`src/mafs_pkg.sv`:
```
// ----------------------------------------------------------------------------
// mafs_pkg
// shared types, codes and constants of the mpeg audio frame sync scanner
// ----------------------------------------------------------------------------
`default_nettype none

package mafs_pkg;

    localparam int OFFSET_BITS = 32;

    localparam logic [31:0] COUNT_LIMIT = (OFFSET_BITS >= 32) ? 32'hFFFF_FFFF
        : 32'((64'd1 << OFFSET_BITS) - 64'd1);

    // parse phases
    localparam logic [2:0] PH_HEAD4   = 3'd0;
    localparam logic [2:0] PH_ID3REST = 3'd1;
    localparam logic [2:0] PH_AIDLEN  = 3'd2;
    localparam logic [2:0] PH_SKIPID3 = 3'd3;
    localparam logic [2:0] PH_SKIPAID = 3'd4;
    localparam logic [2:0] PH_SYNC    = 3'd5;
    localparam logic [2:0] PH_DONE    = 3'd6;

    localparam logic [23:0] ID3_TAG = 24'h494433;
    localparam logic [31:0] AID_TAG = 32'h4169_4401;

    localparam logic [3:0] ID3_HEAD_LEN = 4'd10;
    localparam logic [3:0] ID3_LEN_FIRST = 4'd7;
    localparam logic [3:0] HEAD4_LEN = 4'd4;
    localparam logic [3:0] AID_LEN_BYTES = 4'd2;
    localparam logic [15:0] AID_HEAD_LEN = 16'd6;

    // header field codes
    localparam logic [1:0] VER_RESERVED = 2'b01;
    localparam logic [1:0] VER_MPEG1    = 2'b11;
    localparam logic [1:0] LAYER_III_CODE = 2'b01;
    localparam logic [1:0] LAYER_II_CODE  = 2'b10;
    localparam logic [1:0] LAYER_I_CODE   = 2'b11;
    localparam logic [3:0] BITRATE_BAD  = 4'hF;
    localparam logic [3:0] BITRATE_FREE = 4'h0;
    localparam logic [1:0] RATE_RESERVED = 2'b11;
    localparam logic [1:0] EMPH_RESERVED = 2'b10;

    localparam logic [1:0] LAYER_SELECT_RESET = 2'd3;

    // disallowed channel modes of mpeg-1 layer ii, one bit per mode
    localparam logic [3:0] L2_BAD_MODES [16] = '{
        4'd0, 4'd7, 4'd7, 4'd7, 4'd0, 4'd7, 4'd0, 4'd0,
        4'd0, 4'd0, 4'd0, 4'd8, 4'd8, 4'd8, 4'd8, 4'd8
    };

    typedef struct packed {
        logic [7:0] data_byte;
        logic       stream_start;
    } item_t;

    typedef struct packed {
        logic [31:0] header_word;
        logic        free_format;
        logic [31:0] header_offset;
        logic [31:0] skipped_bytes;
    } result_t;

    typedef struct packed {
        logic    hit;
        result_t data;
    } scan_t;

endpackage

`default_nettype wire

```
`src/mafs_hdr_check.sv`:
```
// ----------------------------------------------------------------------------
// mafs_hdr_check
// validity check of a four byte mpeg audio header window
// ----------------------------------------------------------------------------
`default_nettype none

module mafs_hdr_check (
    input  wire logic [31:0] window,
    input  wire logic [1:0]  layer_select,
    output logic             ok
);
    import mafs_pkg::*;

    logic [1:0] version;
    logic [1:0] layer;
    logic [3:0] bitrate;
    logic [1:0] rate;
    logic [1:0] mode;
    logic [1:0] emph;
    logic       layer_ok;
    logic       l2_bad;

    assign version = window[20:19];
    assign layer   = window[18:17];
    assign bitrate = window[15:12];
    assign rate    = window[11:10];
    assign mode    = window[7:6];
    assign emph    = window[1:0];

    always_comb
    begin
        case (layer)
            LAYER_III_CODE: layer_ok = (layer_select == 2'd3);
            LAYER_II_CODE:  layer_ok = (layer_select == 2'd2);
            LAYER_I_CODE:   layer_ok = (layer_select == 2'd1);
            default:        layer_ok = 1'b0;
        endcase
    end

    assign l2_bad = (version == VER_MPEG1) && (layer == LAYER_II_CODE)
                    && L2_BAD_MODES[bitrate][mode];

    assign ok = (window[31:21] == 11'h7FF) && (version != VER_RESERVED) && layer_ok
                && (bitrate != BITRATE_BAD) && (rate != RATE_RESERVED)
                && (emph != EMPH_RESERVED) && !l2_bad;

endmodule

`default_nettype wire

```
`src/mafs_parser.sv`:
```
// ----------------------------------------------------------------------------
// mafs_parser
// tag skipping and sync search state, one byte per step
// ----------------------------------------------------------------------------
`default_nettype none

module mafs_parser (
    input  wire logic            clk,
    input  wire logic            rst_n,
    input  wire logic            step,
    input  wire mafs_pkg::item_t item,
    input  wire logic [1:0]      layer_select,
    output mafs_pkg::scan_t      scan
);
    import mafs_pkg::*;

    logic [2:0]  phase_reg, phase_next, phase_c;
    logic [31:0] window_reg, window_next;
    logic [3:0]  fill_reg, fill_next, fill_c;
    logic [27:0] skip_reg, skip_next, skip_c;
    logic [31:0] pos_reg, pos_next, pos_c;
    logic [31:0] skipped_reg, skipped_next, skipped_c;

    logic [28:0] add_amt;
    logic        add_en;
    logic [32:0] add_sum;
    logic        check;
    logic        hdr_ok;
    logic [15:0] aid_len;
    logic [31:0] offset;

    assign window_next = {(item.stream_start ? 24'd0 : window_reg[23:0]), item.data_byte};
    assign aid_len = {item.data_byte, window_next[15:8]};

    mafs_hdr_check u_hdr_check (
        .window       (window_next),
        .layer_select (layer_select),
        .ok           (hdr_ok)
    );

    always_comb
    begin
        phase_c   = item.stream_start ? PH_HEAD4 : phase_reg;
        fill_c    = item.stream_start ? 4'd0 : fill_reg;
        skip_c    = item.stream_start ? 28'd0 : skip_reg;
        pos_c     = item.stream_start ? 32'd0 : pos_reg;
        skipped_c = item.stream_start ? 32'd0 : skipped_reg;

        phase_next   = phase_c;
        fill_next    = fill_c;
        skip_next    = skip_c;
        pos_next     = pos_c;
        skipped_next = skipped_c;
        add_amt      = 29'd0;
        add_en       = 1'b0;
        check        = 1'b0;
        add_sum      = 33'd0;

        if (phase_c != PH_DONE)
        begin
            pos_next = (pos_c >= COUNT_LIMIT) ? COUNT_LIMIT : pos_c + 32'd1;
            case (phase_c)
                PH_HEAD4:
                begin
                    fill_next = fill_c + 4'd1;
                    if (fill_next >= HEAD4_LEN)
                    begin
                        if (window_next[31:8] == ID3_TAG)
                        begin
                            phase_next = PH_ID3REST;
                        end
                        else if (window_next == AID_TAG)
                        begin
                            phase_next = PH_AIDLEN;
                            fill_next  = 4'd0;
                        end
                        else
                        begin
                            phase_next = PH_SYNC;
                            check      = 1'b1;
                        end
                    end
                end
                PH_ID3REST:
                begin
                    fill_next = fill_c + 4'd1;
                    // syncsafe length, seven bits per byte
                    if (fill_next >= ID3_LEN_FIRST)
                    begin
                        skip_next = {skip_c[20:0], item.data_byte[6:0]};
                    end
                    if (fill_next >= ID3_HEAD_LEN)
                    begin
                        add_amt    = 29'(skip_next) + 29'(ID3_HEAD_LEN);
                        add_en     = 1'b1;
                        fill_next  = 4'd0;
                        phase_next = (skip_next != 28'd0) ? PH_SKIPID3 : PH_HEAD4;
                    end
                end
                PH_AIDLEN:
                begin
                    fill_next = fill_c + 4'd1;
                    if (fill_next >= AID_LEN_BYTES)
                    begin
                        skip_next  = (aid_len > AID_HEAD_LEN)
                                   ? 28'(aid_len - AID_HEAD_LEN) : 28'd0;
                        add_amt    = (aid_len > AID_HEAD_LEN)
                                   ? 29'(aid_len) : 29'(AID_HEAD_LEN);
                        add_en     = 1'b1;
                        fill_next  = 4'd0;
                        phase_next = (skip_next != 28'd0) ? PH_SKIPAID : PH_SYNC;
                    end
                end
                PH_SKIPID3, PH_SKIPAID:
                begin
                    if (skip_c != 28'd0)
                    begin
                        skip_next = skip_c - 28'd1;
                    end
                    if (skip_next == 28'd0)
                    begin
                        fill_next  = 4'd0;
                        phase_next = (phase_c == PH_SKIPID3) ? PH_HEAD4 : PH_SYNC;
                    end
                end
                PH_SYNC:
                begin
                    if (fill_c < HEAD4_LEN)
                    begin
                        fill_next = fill_c + 4'd1;
                    end
                    check = (fill_next >= HEAD4_LEN);
                end
                default:
                begin
                    phase_next = PH_DONE;
                end
            endcase

            if (add_en)
            begin
                add_sum = {1'b0, skipped_c} + 33'(add_amt);
                skipped_next = (add_sum > {1'b0, COUNT_LIMIT}) ? COUNT_LIMIT
                                                               : add_sum[31:0];
            end

            if (check && hdr_ok)
            begin
                phase_next = PH_DONE;
            end
        end
    end

    assign offset = (pos_next >= COUNT_LIMIT) ? COUNT_LIMIT : pos_next - 32'd4;

    assign scan.hit                = step && check && hdr_ok;
    assign scan.data.header_word   = window_next;
    assign scan.data.free_format   = (window_next[15:12] == BITRATE_FREE);
    assign scan.data.header_offset = offset;
    assign scan.data.skipped_bytes = skipped_next;

    always_ff @(posedge clk or negedge rst_n)
    begin
        if (!rst_n)
        begin
            phase_reg   <= PH_HEAD4;
            window_reg  <= 32'd0;
            fill_reg    <= 4'd0;
            skip_reg    <= 28'd0;
            pos_reg     <= 32'd0;
            skipped_reg <= 32'd0;
        end
        else if (step)
        begin
            phase_reg   <= phase_next;
            window_reg  <= (phase_c != PH_DONE) ? window_next : 32'd0;
            fill_reg    <= fill_next;
            skip_reg    <= skip_next;
            pos_reg     <= pos_next;
            skipped_reg <= skipped_next;
        end
    end

    // skip phases always have bytes left
    a_skip_nonzero: assert property (@(posedge clk) disable iff (!rst_n)
        (phase_reg == PH_SKIPID3 || phase_reg == PH_SKIPAID) |-> (skip_reg != 28'd0))
        else $error("skip phase with zero count");

    a_fill_range: assert property (@(posedge clk) disable iff (!rst_n)
        fill_reg <= ID3_HEAD_LEN)
        else $error("fill count out of range");

    a_done_quiet: assert property (@(posedge clk) disable iff (!rst_n)
        (phase_reg == PH_DONE && !item.stream_start) |-> !scan.hit)
        else $error("result after header found");

    a_pos_monotonic: assert property (@(posedge clk) disable iff (!rst_n)
        (step && !item.stream_start) |=> (pos_reg >= $past(pos_reg)))
        else $error("stream position went backward");

    a_hit_done: assert property (@(posedge clk) disable iff (!rst_n)
        scan.hit |=> (phase_reg == PH_DONE))
        else $error("header found but scan not finished");

endmodule

`default_nettype wire

```
`src/mpeg_audio_frame_sync_scanner.sv`:
```
// ----------------------------------------------------------------------------
// mpeg_audio_frame_sync_scanner
// skips id3v2 tags and an aid header, then finds the first valid mpeg audio
// frame header of the selected layer
// ----------------------------------------------------------------------------
// The scanner takes one byte per clock, sustained, with no gaps between
// stream bytes while no result is stalled: a request is held in an input
// register until it is parsed by a single pass of logic, and the header result
// lands in an output register when the byte that completes the header is parsed.
// While a result waits, the input register can still accept one byte;
// a stalled result stops byte intake only when another byte is waiting to be
// processed. Set stream_start on the first byte of each file; after a header
// is reported all further bytes are dropped until the next stream start.
// Change layer_select only while the scanner is idle.
`default_nettype none

module mpeg_audio_frame_sync_scanner (
    input  wire logic              clk,
    input  wire logic              rst_n,
    input  wire logic              item_valid,
    output logic                   item_ready,
    input  wire mafs_pkg::item_t   item,
    output logic                   result_valid,
    input  wire logic              result_ready,
    output mafs_pkg::result_t      result,
    input  wire logic              cfg_valid,
    output logic                   cfg_ready,
    input  wire logic [1:0]        layer_select
);
    import mafs_pkg::*;

    item_t      item_reg;
    logic       item_valid_reg;
    result_t    result_reg;
    logic       result_valid_reg;
    logic [1:0] layer_reg;
    logic       step;
    scan_t      scan;

    assign step       = item_valid_reg && (!result_valid_reg || result_ready);
    assign item_ready = !item_valid_reg || step;
    assign cfg_ready  = 1'b1;

    mafs_parser u_parser (
        .clk          (clk),
        .rst_n        (rst_n),
        .step         (step),
        .item         (item_reg),
        .layer_select (layer_reg),
        .scan         (scan)
    );

    always_ff @(posedge clk or negedge rst_n)
    begin
        if (!rst_n)
        begin
            layer_reg <= LAYER_SELECT_RESET;
        end
        else if (cfg_valid)
        begin
            layer_reg <= layer_select;
        end
    end

    always_ff @(posedge clk or negedge rst_n)
    begin
        if (!rst_n)
        begin
            item_valid_reg <= 1'b0;
        end
        else if (item_ready)
        begin
            item_valid_reg <= item_valid;
        end
    end

    always_ff @(posedge clk)
    begin
        if (item_ready && item_valid)
        begin
            item_reg <= item;
        end
    end

    always_ff @(posedge clk or negedge rst_n)
    begin
        if (!rst_n)
        begin
            result_valid_reg <= 1'b0;
        end
        else if (scan.hit)
        begin
            result_valid_reg <= 1'b1;
        end
        else if (result_ready)
        begin
            result_valid_reg <= 1'b0;
        end
    end

    always_ff @(posedge clk)
    begin
        if (scan.hit)
        begin
            result_reg <= scan.data;
        end
    end

    assign result_valid = result_valid_reg;
    assign result       = result_reg;

    // a waiting byte is only held while the result register is blocked
    a_hold_reason: assert property (@(posedge clk) disable iff (!rst_n)
        (item_valid_reg && !step) |-> (result_valid_reg && !result_ready))
        else $error("input stage stalled without cause");

    // a result is never overwritten while it waits
    a_no_overwrite: assert property (@(posedge clk) disable iff (!rst_n)
        (result_valid_reg && !result_ready) |-> !scan.hit)
        else $error("pending result overwritten");

    a_step_needs_item: assert property (@(posedge clk) disable iff (!rst_n)
        scan.hit |-> item_valid_reg)
        else $error("result without a byte");

endmodule

`default_nettype wire

```
`config.mk`:
```
export PLATFORM = sky130hd
export DESIGN_NAME = mpeg_audio_frame_sync_scanner
export DESIGN_NICKNAME = d
export VERILOG_FILES = /design/src/mafs_pkg.sv /design/src/mafs_hdr_check.sv /design/src/mafs_parser.sv /design/src/mpeg_audio_frame_sync_scanner.sv
export SDC_FILE = /design/constraint.sdc
export NUM_CORES = 1
export LEC_CHECK = 0
export ABC_CLOCK_PERIOD_IN_PS = 12600
export BUFFER_PORTS_ARGS = -buffer_cell sky130_fd_sc_hd__buf_4
export CAP_MARGIN = 20
export CORE_UTILIZATION = 25
export CTS_CLUSTER_SIZE = 12
export DETAILED_ROUTE_END_ITERATION = 8
export GPL_ROUTABILITY_DRIVEN = 1
export SKIP_CTS_REPAIR_TIMING = 1
export SYNTH_ARGS = -nofsm -noshare
export SYNTH_HDL_FRONTEND = slang
export SYNTH_SLANG_ARGS = --single-unit
```
`constraint.sdc`:
```
create_clock -name clk -period 12.6 [get_ports clk]
set_input_delay 0.63 -clock clk [delete_from_list [all_inputs] [get_ports clk]]
set_output_delay 0.63 -clock clk [all_outputs]
set_load 0.02 [all_outputs]
```
==> flow_summary.ini <==
[drt]
avgRoutedWirePerCell_um = 20.4
ant_nets = 0
via_per_inst = 5.43
num_vias = 16000
dr.pass1.iters = 7
drc = 0
first_iter_violations = 1618
routed_wl_um = 60000

[worst_setup_path]
startpoint = item_reg[0]
crit_type = reg -> reg
cp.arrival_ps = 7360
startpoint_type = register
cp_max_fo = 39
reg2reg_slack_ps = 5560
r2r_cells = 21
r2r-start = item_reg[0]
worstPathRequired_ps = 12920
r2r_end = result[20]
cp-end-kind = register

[timing]
rsz0062_at_grt = false
fmax_mhz = 142
skew_ps = 27.6
max_slew_margin = 0.263
holdWs_ps = 82.3
min_period_ps = 7040
slew_viol_final = 0
tns_ps = 0
period_share = 0.559
hold_viol_final = 0
finalSetupViolCount = 0
tightestPinTransition_ps = 1090

[place]
port_buffers = 114
place_inst = 2890
dpl.hpwl_um = 43200
gp_congestion = 1.01

[synthesis]
synthFlopType = dfrtp_1
synth_nets = 2091
syn_inst = 2038
yosysTopAreaCell = edfxtp_1
yosysWarnings = 0
synth.most_common_cell = nand2_1
synth.area.top_cells = edfxtp_1 (19%), dfrtp_1 (19%), nand2_1 (5.8%), nor2_1 (4.7%), o21ai_0 (4.3%)
syn_area_per_cell_um2 = 8.26
syn_area_um2 = 16800
yosysTopAreaCellShare = 0.189
yosys.cell_types.count = 98
synth-seq-cells = 233
ys_seq_area_frac = 0.378
async_flop_share = 0.545
synth_edf_count = 106
ys_top_cells_by_count = nand2_1 (260), nor2_1 (211), o21ai_0 (145)

[floorplanning]
num_io_pins = 116
start_util = 0.254
fp.dieH_um = 261
dieArea_um2 = 68400
num_rows = 94
core_area_um2 = 66200
dieWidth_um = 261

[clock_tree]
clkTransAtPathRegs_ps = 60
root_buffer = clkbuf_16
numCtsBuffers = 28
clock-sinks = 233
htreeDepth = 1
insertion_delay_ps = 590
cts.path.max_buffers = 3
cts_tree = done

[flow_run]
drv_cap = 0

[pwr]
seqPwrFrac = 0.377
power_density_nw_per_um2 = 145
internal-power_mw = 1.67
p_comb_frac = 0.331
switching_share = 0.404
power_leakage_nw = 7.41
switchingPower_mw = 1.14
power.share.clock = 0.292
max-vdd-ir-drop_uv = 96.3

[grt]
grt_pass1_wl_um = 92800
grt_pass1_vias = 15000
gr-usage-all-layers = 0.173
grt_max_degree = 69
antenna_found_initial = 0
overflow = 0

[hold_path]
min_path_type = in -> async

[finish]
drive_gt1_frac = 0.111
final_cells = 2942
fin_nets = 2109
num_antenna_cells = 0
largest_register_ffs = 97
area_growth_pct = 14.7

[outcome]
status = complete, no violations
==> power by group through the flow <==
stage / registers [mW] / logic, mW / clock network (mW)
2_1_floorplan: 0.931 / 0.733 / 0
3_5_place_dp: 1.06 / 0.902 / 0
5_1_grt: 1.07 / 1.01 / 0.866
3_3_place_gp: 1.07 / 0.903 / 0
6_report: 1.06 / 0.930 / 0.821
4_1_cts: 1.05 / 0.907 / 0.844
==> cell type report <==
| cell class | count | area (µm²) |
|---|---|---|
| clock buffer | 39 | 783 |
| clock inverter | 13 | 120 |
| fill | 7143 | 46900 |
| inverter | 34 | 128 |
| multi-input combinational | 1619 | 9770 |
| sequential | 233 | 6360 |
| tap | 864 | 1080 |
| timing repair buffer | 140 | 1050 |
==> logic make-up after synthesis <==
| family | count (synthesis) | share of synthesized area |
|---|---|---|
| AND/OR/NAND/NOR | 898 | 0.269 |
| buffers and inverters | 186 | 0.0436 |
| other | 1 | 0.000223 |
| flip-flops | 233 | 0.378 |
| multiplexers | 24 | 0.0149 |
| AO/OA/AOI/OAI | 542 | 0.206 |
| adder cells (fa/ha/maj) | 38 | 0.0286 |
| XOR/XNOR | 116 | 0.0604 |
==> cells in the final DEF (no fill, tap or decap), drive strengths merged, types with 32 or more instances in the layout <==
master / count
xnor2: 67
a21oi: 142
o21ai: 148
clkbuf: 39
o31ai: 32
nor3: 60
nor4: 37
nand2: 260
a31oi: 32
dfrtp: 125
edfxtp: 106
nand4: 46
xor2: 49
ha: 36
nor2: 211
inv: 33
nor2b: 78
nand3: 53
buf: 140
==> routing by layer <==
| layer | up-vias | wire [µm] | global-route usage |
|---|---|---|---|
| li1 | 7483 | - | - |
| met1 | 7639 | 25900 | 0.236 |
| met2 | 705 | 27200 | 0.275 |
| met3 | 137 | 4510 | 0.0253 |
| met4 | 0 | 2280 | 0.0657 |
| met5 | - | 0 | 0 |
==> worst max-delay path: stages, from the launching register on <==
cell and delay, ps:
edfxtp_1 320, buf_4 380, nor2_1 100, ha_1 260
nor3_1 800, nor3_2 50, buf_4 290, or3b_1 430
a221o_1 390, nor4bb_1 590, nand2_1 140, xor2_1 170
nor2_1 180, ha_1 410, a21o_1 220, a21oi_1 260
nand2_1 110, nor3_1 290, nor3_1 100, a311o_2 680
a221oi_1 490, nor2_1 70
==> worst max path at each step <==
stage / to
floorplan: result[23]
global placement: result[20]
detailed placement: result[20]
CTS: result[20]
global route: result[20]
finish: result[20]
==> through the flow <==
stage	utilization	setup WS [ps]	instance area [µm²]	power (mW)
3_5_place_dp	0.278	5690	18400	1.96
2_1_floorplan	-	4450	16800	1.66
3_3_place_gp	0.278	5780	18400	1.97
5_1_grt	0.292	5130	19300	2.95
4_1_cts	0.292	5710	19300	2.80
6_report	0.292	5560	19300	2.81
(Power assumes the default switching activity.)
